[config.mk]
export PLATFORM = sky130hd
export DESIGN_NAME = swing_step_clock_unit_flat
export DESIGN_NICKNAME = d
export VERILOG_FILES = /design/src/rtl/swsc_pkg.sv /design/src/rtl/swsc_if.sv /design/src/rtl/swsc_datapath.sv /design/src/rtl/swsc_controller.sv /design/src/rtl/swing_step_clock_unit.sv /design/src/flat_wrapper.sv
export VERILOG_INCLUDE_DIRS = /design/src /design/src/rtl
export SDC_FILE = /design/constraint.sdc
export NUM_CORES = 1
export LEC_CHECK = 0
export BUFFER_PORTS_ARGS = -buffer_cell sky130_fd_sc_hd__buf_4
export CAP_MARGIN = 20
export CELL_PAD_IN_SITES_DETAIL_PLACEMENT = 1
export CELL_PAD_IN_SITES_GLOBAL_PLACEMENT = 1
export CORE_MARGIN = 4
export CORE_UTILIZATION = 25
export DETAILED_ROUTE_END_ITERATION = 6
export PLACE_DENSITY_LB_ADDON = 0.3
export SKIP_LAST_GASP = 1
export SYNTH_ARGS = -nofsm -noshare
export SYNTH_HDL_FRONTEND = slang
export SYNTH_HIERARCHICAL = 1
export SYNTH_SLANG_ARGS = --single-unit
[constraint.sdc]
create_clock -name clk -period 17.8 [get_ports clk]
set_clock_uncertainty 0.1 [all_clocks]
set_input_delay 0 -clock clk [delete_from_list [all_inputs] [get_ports clk]]
set_output_delay 0 -clock clk [all_outputs]
set_load 0.02 [all_outputs]
[src/rtl/swing_step_clock_unit_macros.svh]
// Assertion helpers used by the RTL controller.
`ifndef SWING_STEP_CLOCK_UNIT_MACROS_SVH
`define SWING_STEP_CLOCK_UNIT_MACROS_SVH

// Concurrent check, sampled on the rising clock and held off during reset.
`define SWSC_ASSERT(label, clk, rst_n, prop, msg) \
    label: assert property (@(posedge clk) disable iff (!rst_n) (prop)) else $error(msg);

// Concurrent check that also runs while reset is asserted.
`define SWSC_ASSERT_ALWAYS(label, clk, prop, msg) \
    label: assert property (@(posedge clk) (prop)) else $error(msg);

`endif

[src/rtl/swsc_pkg.sv]
package swsc_pkg;

    // Default number of fraction bits in the bar position.
    localparam int FRACTION_BITS_DEF = 28;

    // Field and register widths.
    localparam int CMD_W     = 2;
    localparam int SAMPLES_W = 16;
    localparam int BPM_W     = 15;
    localparam int SWING_W   = 8;
    localparam int SR_W      = 18;
    localparam int STEP_W    = 4;
    localparam int CFG_IDX_W = 2;
    localparam int CFG_W     = 18;

    // Numerator is samples times tempo; denominator is 6000 times the sample rate.
    localparam int NUM_W     = SAMPLES_W + BPM_W;
    localparam int DEN_SCALE = 6000;
    localparam int DEN_W     = 31;

    // Register limits and reset values.
    localparam logic [BPM_W-1:0]   BPM_MIN     = 15'd4000;
    localparam logic [BPM_W-1:0]   BPM_MAX     = 15'd24000;
    localparam logic [BPM_W-1:0]   BPM_RESET   = 15'd12000;
    localparam logic [SWING_W-1:0] SWING_MAX   = 8'd192;
    localparam logic [SWING_W-1:0] SWING_RESET = 8'd0;
    localparam logic [SR_W-1:0]    SR_RESET    = 18'd48000;

    // Command codes.
    localparam logic [CMD_W-1:0] CMD_ADVANCE = 2'd0;
    localparam logic [CMD_W-1:0] CMD_START   = 2'd1;
    localparam logic [CMD_W-1:0] CMD_STOP    = 2'd2;

    // Configuration register indexes.
    localparam logic [CFG_IDX_W-1:0] REG_BPM   = 2'd0;
    localparam logic [CFG_IDX_W-1:0] REG_SWING = 2'd1;
    localparam logic [CFG_IDX_W-1:0] REG_SR    = 2'd2;

    // Commands from the controller to the datapath.
    typedef struct packed {
        logic capture;   // latch the request fields
        logic mul;       // form numerator and denominator, clear the divider
        logic div_step;  // one restoring division step
        logic commit;    // update the transport state and load the result
    } swsc_ctl_t;

    // Status from the datapath to the controller.
    typedef struct packed {
        logic adv_go;    // the captured request moves the position
    } swsc_sts_t;

endpackage

[src/rtl/swsc_if.sv]
// Request channel: command and sample count.
interface swsc_req_if;
    logic                           valid;
    logic                           ready;
    logic [swsc_pkg::CMD_W-1:0]     cmd;
    logic [swsc_pkg::SAMPLES_W-1:0] num_samples;

    modport source (output valid, output cmd, output num_samples, input ready);
    modport sink (input valid, input cmd, input num_samples, output ready);
endinterface

// Result channel: step and run flag after each request.
interface swsc_rsp_if;
    logic                        valid;
    logic                        ready;
    logic [swsc_pkg::STEP_W-1:0] current_step;
    logic                        is_running;

    modport source (output valid, output current_step, output is_running, input ready);
    modport sink (input valid, input current_step, input is_running, output ready);
endinterface

[src/rtl/swsc_datapath.sv]
module swsc_datapath #(
    parameter int FRACTION_BITS = swsc_pkg::FRACTION_BITS_DEF
) (
    input  logic                           clk,
    input  logic                           rst_n,
    input  swsc_pkg::swsc_ctl_t            ctl,
    output swsc_pkg::swsc_sts_t            sts,
    input  logic [swsc_pkg::CMD_W-1:0]     req_cmd,
    input  logic [swsc_pkg::SAMPLES_W-1:0] req_num_samples,
    input  logic                           cfg_we,
    input  logic [swsc_pkg::CFG_IDX_W-1:0] cfg_index,
    input  logic [swsc_pkg::CFG_W-1:0]     cfg_data,
    output logic [swsc_pkg::STEP_W-1:0]    current_step,
    output logic                           is_running
);
    import swsc_pkg::*;

    localparam int POS_W   = FRACTION_BITS + 2;
    localparam int PHASE_W = FRACTION_BITS - 1;
    localparam int SHIFT_W = FRACTION_BITS - 10;

    // Configuration registers.
    logic [BPM_W-1:0]   bpm_reg;
    logic [SWING_W-1:0] swing_reg;
    logic [SR_W-1:0]    sr_reg;

    // Captured request.
    logic [CMD_W-1:0]     cmd_reg;
    logic [SAMPLES_W-1:0] samples_reg;

    // Divider.
    logic [NUM_W-1:0] num_reg;
    logic [DEN_W-1:0] den_reg;
    logic [DEN_W-1:0] rem_reg;
    logic [POS_W-1:0] quo_reg;
    logic [DEN_W:0]   trial;
    logic [DEN_W:0]   diff;
    logic             qbit;

    // Transport state and result.
    logic              run_reg;
    logic              run_next;
    logic [POS_W-1:0]  pos_reg;
    logic [POS_W-1:0]  pos_next;
    logic [POS_W-1:0]  pos_sum;
    logic [STEP_W-1:0] step_reg;
    logic [STEP_W-1:0] step_next;
    logic [STEP_W-1:0] step_adv;
    logic [PHASE_W-1:0] first_len;
    logic [STEP_W-1:0] out_step_reg;
    logic              out_run_reg;

    // Configuration writes, tempo and swing saturating; an unused index is ignored.
    always_ff @(posedge clk or negedge rst_n)
    begin
        if (!rst_n)
        begin
            bpm_reg   <= BPM_RESET;
            swing_reg <= SWING_RESET;
            sr_reg    <= SR_RESET;
        end
        else if (cfg_we)
        begin
            case (cfg_index)
                REG_BPM:
                begin
                    if (cfg_data[BPM_W-1:0] < BPM_MIN)
                        bpm_reg <= BPM_MIN;
                    else if (cfg_data[BPM_W-1:0] > BPM_MAX)
                        bpm_reg <= BPM_MAX;
                    else
                        bpm_reg <= cfg_data[BPM_W-1:0];
                end
                REG_SWING:
                begin
                    if (cfg_data[SWING_W-1:0] > SWING_MAX)
                        swing_reg <= SWING_MAX;
                    else
                        swing_reg <= cfg_data[SWING_W-1:0];
                end
                REG_SR:
                    sr_reg <= cfg_data[SR_W-1:0];
                default:
                    ;
            endcase
        end
    end

    // Request capture.
    always_ff @(posedge clk)
    begin
        if (ctl.capture)
        begin
            cmd_reg     <= req_cmd;
            samples_reg <= req_num_samples;
        end
    end

    // The position moves only on an advance while running with a usable rate.
    assign sts.adv_go = (cmd_reg == CMD_ADVANCE) && run_reg &&
                        (samples_reg != '0) && (sr_reg != '0);

    // One restoring step: bring down the next dividend bit, subtract if it fits.
    assign trial = {rem_reg, num_reg[NUM_W-1]};
    assign diff  = trial - {1'b0, den_reg};
    assign qbit  = !diff[DEN_W];

    always_ff @(posedge clk)
    begin
        if (ctl.mul)
        begin
            num_reg <= NUM_W'(samples_reg) * NUM_W'(bpm_reg);
            den_reg <= DEN_W'(sr_reg) * DEN_W'(DEN_SCALE);
            rem_reg <= '0;
            quo_reg <= '0;
        end
        else if (ctl.div_step)
        begin
            num_reg <= {num_reg[NUM_W-2:0], 1'b0};
            rem_reg <= qbit ? diff[DEN_W-1:0] : trial[DEN_W-1:0];
            quo_reg <= {quo_reg[POS_W-2:0], qbit};
        end
    end

    // New position and its swung step; the first step of a pair is stretched.
    assign pos_sum   = pos_reg + quo_reg;
    assign first_len = {9'(9'd256 + 9'(swing_reg)), SHIFT_W'(0)};
    assign step_adv  = {pos_sum[POS_W-1:PHASE_W], (pos_sum[PHASE_W-1:0] >= first_len)};

    always_comb
    begin
        run_next  = run_reg;
        pos_next  = pos_reg;
        step_next = step_reg;
        case (cmd_reg)
            CMD_ADVANCE:
            begin
                if (sts.adv_go)
                begin
                    pos_next  = pos_sum;
                    step_next = step_adv;
                end
            end
            CMD_START:
                run_next = 1'b1;
            CMD_STOP:
            begin
                run_next  = 1'b0;
                pos_next  = '0;
                step_next = '0;
            end
            default:
                ;
        endcase
    end

    // Transport state.
    always_ff @(posedge clk or negedge rst_n)
    begin
        if (!rst_n)
        begin
            run_reg  <= 1'b0;
            pos_reg  <= '0;
            step_reg <= '0;
        end
        else if (ctl.commit)
        begin
            run_reg  <= run_next;
            pos_reg  <= pos_next;
            step_reg <= step_next;
        end
    end

    // Result register.
    always_ff @(posedge clk)
    begin
        if (ctl.commit)
        begin
            out_step_reg <= step_next;
            out_run_reg  <= run_next;
        end
    end

    assign current_step = out_step_reg;
    assign is_running   = out_run_reg;

endmodule

[src/rtl/swsc_controller.sv]
`include "swing_step_clock_unit_macros.svh"

module swsc_controller #(
    parameter int FRACTION_BITS = swsc_pkg::FRACTION_BITS_DEF
) (
    input  logic                clk,
    input  logic                rst_n,
    input  logic                req_valid,
    output logic                req_ready,
    output logic                rsp_valid,
    input  logic                rsp_ready,
    input  swsc_pkg::swsc_sts_t sts,
    output swsc_pkg::swsc_ctl_t ctl
);
    import swsc_pkg::*;

    localparam int DIV_STEPS = NUM_W + FRACTION_BITS;
    localparam int CNT_W     = $clog2(DIV_STEPS + 1);

    localparam logic [1:0] S_IDLE  = 2'd0;
    localparam logic [1:0] S_MUL   = 2'd1;
    localparam logic [1:0] S_DIV   = 2'd2;
    localparam logic [1:0] S_WRITE = 2'd3;

    logic [1:0]       state_reg;
    logic [1:0]       state_next;
    logic [CNT_W-1:0] cnt_reg;
    logic [CNT_W-1:0] cnt_next;
    logic             rsp_valid_reg;
    logic             rsp_valid_next;
    logic             slot_free;
    logic             last_step;

    assign slot_free = !rsp_valid_reg || rsp_ready;
    assign last_step = (cnt_reg == CNT_W'(DIV_STEPS - 1));

    // Sequencer: capture, multiply, divide one bit a cycle for a moving advance, then commit.
    always_comb
    begin
        state_next     = state_reg;
        cnt_next       = cnt_reg;
        rsp_valid_next = rsp_valid_reg && !rsp_ready;
        ctl            = '0;
        req_ready      = 1'b0;
        case (state_reg)
            S_IDLE:
            begin
                req_ready   = 1'b1;
                ctl.capture = req_valid;
                if (req_valid)
                    state_next = S_MUL;
            end
            S_MUL:
            begin
                ctl.mul  = 1'b1;
                cnt_next = '0;
                state_next = sts.adv_go ? S_DIV : S_WRITE;
            end
            S_DIV:
            begin
                ctl.div_step = 1'b1;
                cnt_next     = cnt_reg + 1'b1;
                if (last_step)
                    state_next = S_WRITE;
            end
            S_WRITE:
            begin
                if (slot_free)
                begin
                    ctl.commit     = 1'b1;
                    rsp_valid_next = 1'b1;
                    state_next     = S_IDLE;
                end
            end
            default:
                state_next = S_IDLE;
        endcase
    end

    always_ff @(posedge clk or negedge rst_n)
    begin
        if (!rst_n)
        begin
            state_reg     <= S_IDLE;
            cnt_reg       <= '0;
            rsp_valid_reg <= 1'b0;
        end
        else
        begin
            state_reg     <= state_next;
            cnt_reg       <= cnt_next;
            rsp_valid_reg <= rsp_valid_next;
        end
    end

    assign rsp_valid = rsp_valid_reg;

    // The divider count never runs past the last quotient bit.
    `SWSC_ASSERT(a_cnt_bound, clk, rst_n, (state_reg == S_DIV) |-> (cnt_reg < CNT_W'(DIV_STEPS)), "divider count overran")
    // A result is loaded only into a free output slot.
    `SWSC_ASSERT(a_commit_free, clk, rst_n, ctl.commit |-> slot_free, "result overwrote a pending one")
    // An accepted request always goes to the multiply step next.
    `SWSC_ASSERT(a_accept_mul, clk, rst_n, (req_valid && req_ready) |=> (state_reg == S_MUL), "request not sequenced")

endmodule

[src/rtl/swing_step_clock_unit.sv]
// Transport clock with swing for a step sequencer.
// Requests arrive on req (valid/ready): cmd 0 advances the bar position by
// num_samples worth of time while running, cmd 1 starts the transport, cmd 2 stops it and
// clears position and step. Every request gives exactly one result on rsp:
// the sixteenth-note step and the run flag after that request.
// Tempo, swing and sample rate are written through cfg_we/cfg_index/cfg_data;
// tempo and swing saturate to their ranges. The user must write them only while
// no request is in flight; the block itself does not enforce this.
// A start, a stop or an advance that does not move the position goes from
// acceptance through the multiply step to the commit step; a moving advance also
// passes the one-bit-a-cycle restoring divider that forms the position increment.
// One request is processed at a time; req.ready is high while idle. A finished
// result sits in the output register, and the next request is taken while it
// waits. If rsp is stalled, the following result waits in the commit step
// until the output register is free.
// Reset clears the transport to stopped at position zero, step zero, and
// loads the default tempo, swing and sample rate; rsp.valid goes low.
module swing_step_clock_unit #(
    parameter int FRACTION_BITS = swsc_pkg::FRACTION_BITS_DEF
) (
    input  logic                           clk,
    input  logic                           rst_n,
    swsc_req_if.sink                       req,
    swsc_rsp_if.source                     rsp,
    input  logic                           cfg_we,
    input  logic [swsc_pkg::CFG_IDX_W-1:0] cfg_index,
    input  logic [swsc_pkg::CFG_W-1:0]     cfg_data
);
    import swsc_pkg::*;

    swsc_ctl_t ctl;
    swsc_sts_t sts;

    // Sequencer.
    swsc_controller #(
        .FRACTION_BITS (FRACTION_BITS)
    ) u_ctrl (
        .clk       (clk),
        .rst_n     (rst_n),
        .req_valid (req.valid),
        .req_ready (req.ready),
        .rsp_valid (rsp.valid),
        .rsp_ready (rsp.ready),
        .sts       (sts),
        .ctl       (ctl)
    );

    // Registers, divider and transport state.
    swsc_datapath #(
        .FRACTION_BITS (FRACTION_BITS)
    ) u_dp (
        .clk             (clk),
        .rst_n           (rst_n),
        .ctl             (ctl),
        .sts             (sts),
        .req_cmd         (req.cmd),
        .req_num_samples (req.num_samples),
        .cfg_we          (cfg_we),
        .cfg_index       (cfg_index),
        .cfg_data        (cfg_data),
        .current_step    (rsp.current_step),
        .is_running      (rsp.is_running)
    );

endmodule

[src/flat_wrapper.sv]
// flat-port wrapper written by rule: the top's interface ports become plain ports
module swing_step_clock_unit_flat import swsc_pkg::*;
#(
    parameter int FRACTION_BITS = swsc_pkg::FRACTION_BITS_DEF
)
  (clk, rst_n, cfg_we, cfg_index, cfg_data, req_valid, req_cmd, req_num_samples, req_ready, rsp_valid, rsp_current_step, rsp_is_running, rsp_ready);
  swsc_req_if req_i ();
  swsc_rsp_if rsp_i ();
  input  logic clk;
  input  logic rst_n;
  input  logic cfg_we;
  input  logic [swsc_pkg::CFG_IDX_W-1:0] cfg_index;
  input  logic [swsc_pkg::CFG_W-1:0] cfg_data;
  input wire logic [$bits(req_i.valid)-1:0] req_valid;
  input wire logic [$bits(req_i.cmd)-1:0] req_cmd;
  input wire logic [$bits(req_i.num_samples)-1:0] req_num_samples;
  output wire logic [$bits(req_i.ready)-1:0] req_ready;
  output wire logic [$bits(rsp_i.valid)-1:0] rsp_valid;
  output wire logic [$bits(rsp_i.current_step)-1:0] rsp_current_step;
  output wire logic [$bits(rsp_i.is_running)-1:0] rsp_is_running;
  input wire logic [$bits(rsp_i.ready)-1:0] rsp_ready;
  assign req_i.valid = req_valid;
  assign req_i.cmd = req_cmd;
  assign req_i.num_samples = req_num_samples;
  assign req_ready = req_i.ready;
  assign rsp_valid = rsp_i.valid;
  assign rsp_current_step = rsp_i.current_step;
  assign rsp_is_running = rsp_i.is_running;
  assign rsp_i.ready = rsp_ready;
  swing_step_clock_unit #(.FRACTION_BITS(FRACTION_BITS)) u_core (.clk(clk), .rst_n(rst_n), .req(req_i), .rsp(rsp_i), .cfg_we(cfg_we), .cfg_index(cfg_index), .cfg_data(cfg_data));
endmodule
==> impl_metrics.json <==
{
  "fin_area_um2": 27160,
  "cts_buffer_depth": 3,
  "die_area_um2": 99660,
  "yosysTopAreaCellShare": 0.2199,
  "post-route-period-util": 0.4081,
  "grt_usage": 0.1318,
  "htreeDepth": 2,
  "crit_type": "reg2reg",
  "cp_max_fo": 16,
  "synthXorXnorAreaFrac": 0.03394,
  "portBuffers": 49,
  "overflow": 0,
  "cap_viol_max_count": 0,
  "final_common_cell": "inv_1",
  "cts_tree": "built",
  "syn_inst": 2417,
  "yosys_warnings": 6,
  "crit_start": "u_core/u_dp/samples_reg[5]$_DFFE_PP_",
  "drt_iter0_drc": 622,
  "synthToLayoutAreaGrowth_pct": 14.75,
  "crit_required_ns": 17.99,
  "hold_viol_final": 0,
  "ys.flop_type": "edfxtp_1",
  "antenna_left": 0,
  "chipHeight_um": 315.7,
  "worst_slew_pin_slew_ns": 1.023,
  "synth_compound_area_frac": 0.1164,
  "postPlaceCellArea_um2": 25440,
  "holdWs_ns": 0.06114,
  "tns_ns": 0,
  "floorplan.initialDensity": 0.2528,
  "rsz0062_at_grt": "false",
  "viasPerCell": 4.547,
  "slew_viol_final": 0,
  "hp-class": "in2reg",
  "min_period_ns": 7.264,
  "hold_start": "req_cmd[1]",
  "drive_gt1_frac": 0.09282,
  "crit_arrival_ns": 7.46,
  "cpMaxStageDelayCell": "edfxtp_1",
  "start_kind": "flop",
  "ys_seq_area_frac": 0.2450,
  "nFillCells": 10770,
  "clockRootBuffer": "clkbuf_16",
  "ctsResizeCount": 0,
  "final_nets": 3051,
  "core_area_um2": 93610,
  "netlist_area_um2": 23670,
  "drt-wirelength-per-cell_um": 17.04,
  "synthMuxAreaShare": 0.04028,
  "synth_top_cells_by_area": "fa_1 (22%), ha_1 (13%), edfxtp_1 (10%), dfrtp_1 (7.5%), inv_1 (6.0%)",
  "slew_headroom": 0.3175,
  "synthArstFlopShare": 0.3744,
  "drt-total-wl_um": 64380,
  "ys_ff_latch": 227,
  "synth.largest_area_cell": "fa_1",
  "numCtsBuffers": 34,
  "synth.distinct_cells": 91,
  "synth_fa_ha_area_frac": 0.3537,
  "grt.busiest_layer": "met2",
  "synth_top_family_by_area": "adder cells",
  "whs_path_depth": 2,
  "synth_nets": 2973,
  "r2r_cells": 24,
  "crit_path_max_incr_delay_ns": 0.66,
  "clkLatencyLatePin_ns": 0.56,
  "grt_pass1_vias": 19280,
  "place_congestion": 0.7949,
  "firstDrtPassIters": 5,
  "vias": 17180,
  "dp_hpwl_um": 49260,
  "grtUsageMet2": 0.2308,
  "globalRouteMet1Util": 0.1726,
  "avgSynthCellArea_um2": 9.793,
  "grt_use_met3": 0.01737,
  "clk_pin_slew_ns": 0.06,
  "die_w_um": 315.7,
  "r2r-start": "u_core/u_dp/samples_reg[5]$_DFFE_PP_",
  "finalSetupViolCount": 0,
  "pin_count": 50,
  "antenna_found_initial": 3,
  "crit_chain": "and2_1 > fa_1 > inv_1 > fa_1 > inv_1 > fa_1 > inv_1 > fa_1 > inv_1 > fa_1 > inv_1 > fa_1 > inv_1 > ha_1 > a21o_1 > a21o_1 > a21oi_1 > o21a_1 > o41a_2 > a311oi_2 > nand3b_1 > o2111a_1 > or3_1 > a31o_1",
  "run_status": "finished clean",
  "layout_common_cells": "inv_1 (380), fa_1 (260), ha_1 (251)",
  "grt_pass1_wl_um": 105500,
  "fmax_mhz": 137.7,
  "drc_errors": 0,
  "num_rows": 112,
  "synth_edf_count": 81,
  "end_kind": "flop",
  "clkSinkCount": 227,
  "grt_max_degree": 100,
  "synth-simple-area-share": 0.1371
}
[synth_stat cells, types with 63 or more instances]
library cell,count
ha_1,253
fa_1,260
and2_1,147
edfxtp_1,81
clkbuf_1,63
nor2_1,116
o21ai_0,71
nand2_1,237
dfrtp_1,71
inv_1,380
a21oi_1,89
[critical path: cells and delay by family (launching register included)]
family	cells	cell delay [ns]
adders and majority gates	7	3.53
DFF	1	0.66
and+or+nand+nor	3	0.80
buffers and inverters	6	0.34
AOI/OAI and AO/OA	8	1.59
[path summary, 6_finish.rpt]
path | end | slack, ns
setup / recovery | u_core/u_dp/num_reg[29]$_DFFE_PP_ | 10.54
hold / removal | u_core/u_dp/cmd_reg[1]$_DFFE_PP_ | 0.06
setup reg to reg | u_core/u_dp/num_reg[29]$_DFFE_PP_ | 10.54
hold reg to reg | u_core/u_dp/pos_reg[18]$_DFFE_PN0P_ | 0.39
max in group asynchronous | u_core/u_dp/bpm_reg[2]$_DFFE_PN0P_ | 16.31
min in group asynchronous | u_core/u_dp/bpm_reg[10]$_DFFE_PN1P_ | 0.45
[kinds of logic (layout without fill, tap and decap cells)]
| family | Yosys count | count (layout) |
|---|---|---|
| compound gates | 383 | 383 |
| xor+xnor | 90 | 90 |
| fa+ha+maj | 513 | 513 |
| buf+inv | 455 | 559 |
| flops | 227 | 227 |
| mux | 89 | 89 |
| other cells | 0 | 3 |
| simple gates | 660 | 660 |
[per-layer routing]
| layer | vias to the layer above | share of wire |
|---|---|---|
| li1 | 8157 | - |
| met1 | 8782 | 0.46 |
| met2 | 170 | 0.49 |
| met3 | 71 | 0.030 |
| met4 | 0 | 0.021 |
| met5 | - | 0 |
[per-stage QoR]
step	worst slack [ns]	utilization	cells
after floorplan	11.18	-	2417
after global placement	10.69	0.2714	3655
after detailed placement	10.53	0.2717	3657
after CTS	10.51	0.2901	3775
after global routing	10.30	0.2901	3776
final	10.54	0.2901	3778
[repair_timing]
action | in CTS | in global routing
hold endpoints to repair | 96 | 0
setup buffers | 0 | 0
hold buffers | 56 | 0
setup endpoints to repair | 0 | 0
[layout make-up]
| cell class | instances | area (µm²) | area share |
|---|---|---|---|
| Antenna cell | 3 | 7.507 | 0.0002764 |
| Clock buffer | 47 | 949.7 | 0.03497 |
| Clock inverter | 15 | 195.2 | 0.007187 |
| Inverter | 380 | 1426 | 0.05252 |
| Multi-Input combinational cell | 1735 | 16160 | 0.5949 |
| Sequential cell | 227 | 5798 | 0.2135 |
| Tap cell | 1254 | 1569 | 0.05777 |
| Timing Repair Buffer | 117 | 1056 | 0.03888 |
Power is left out: the tool's default activity adds up to more than one toggle a clock period on the data nets, which glitch-free logic cannot reach.
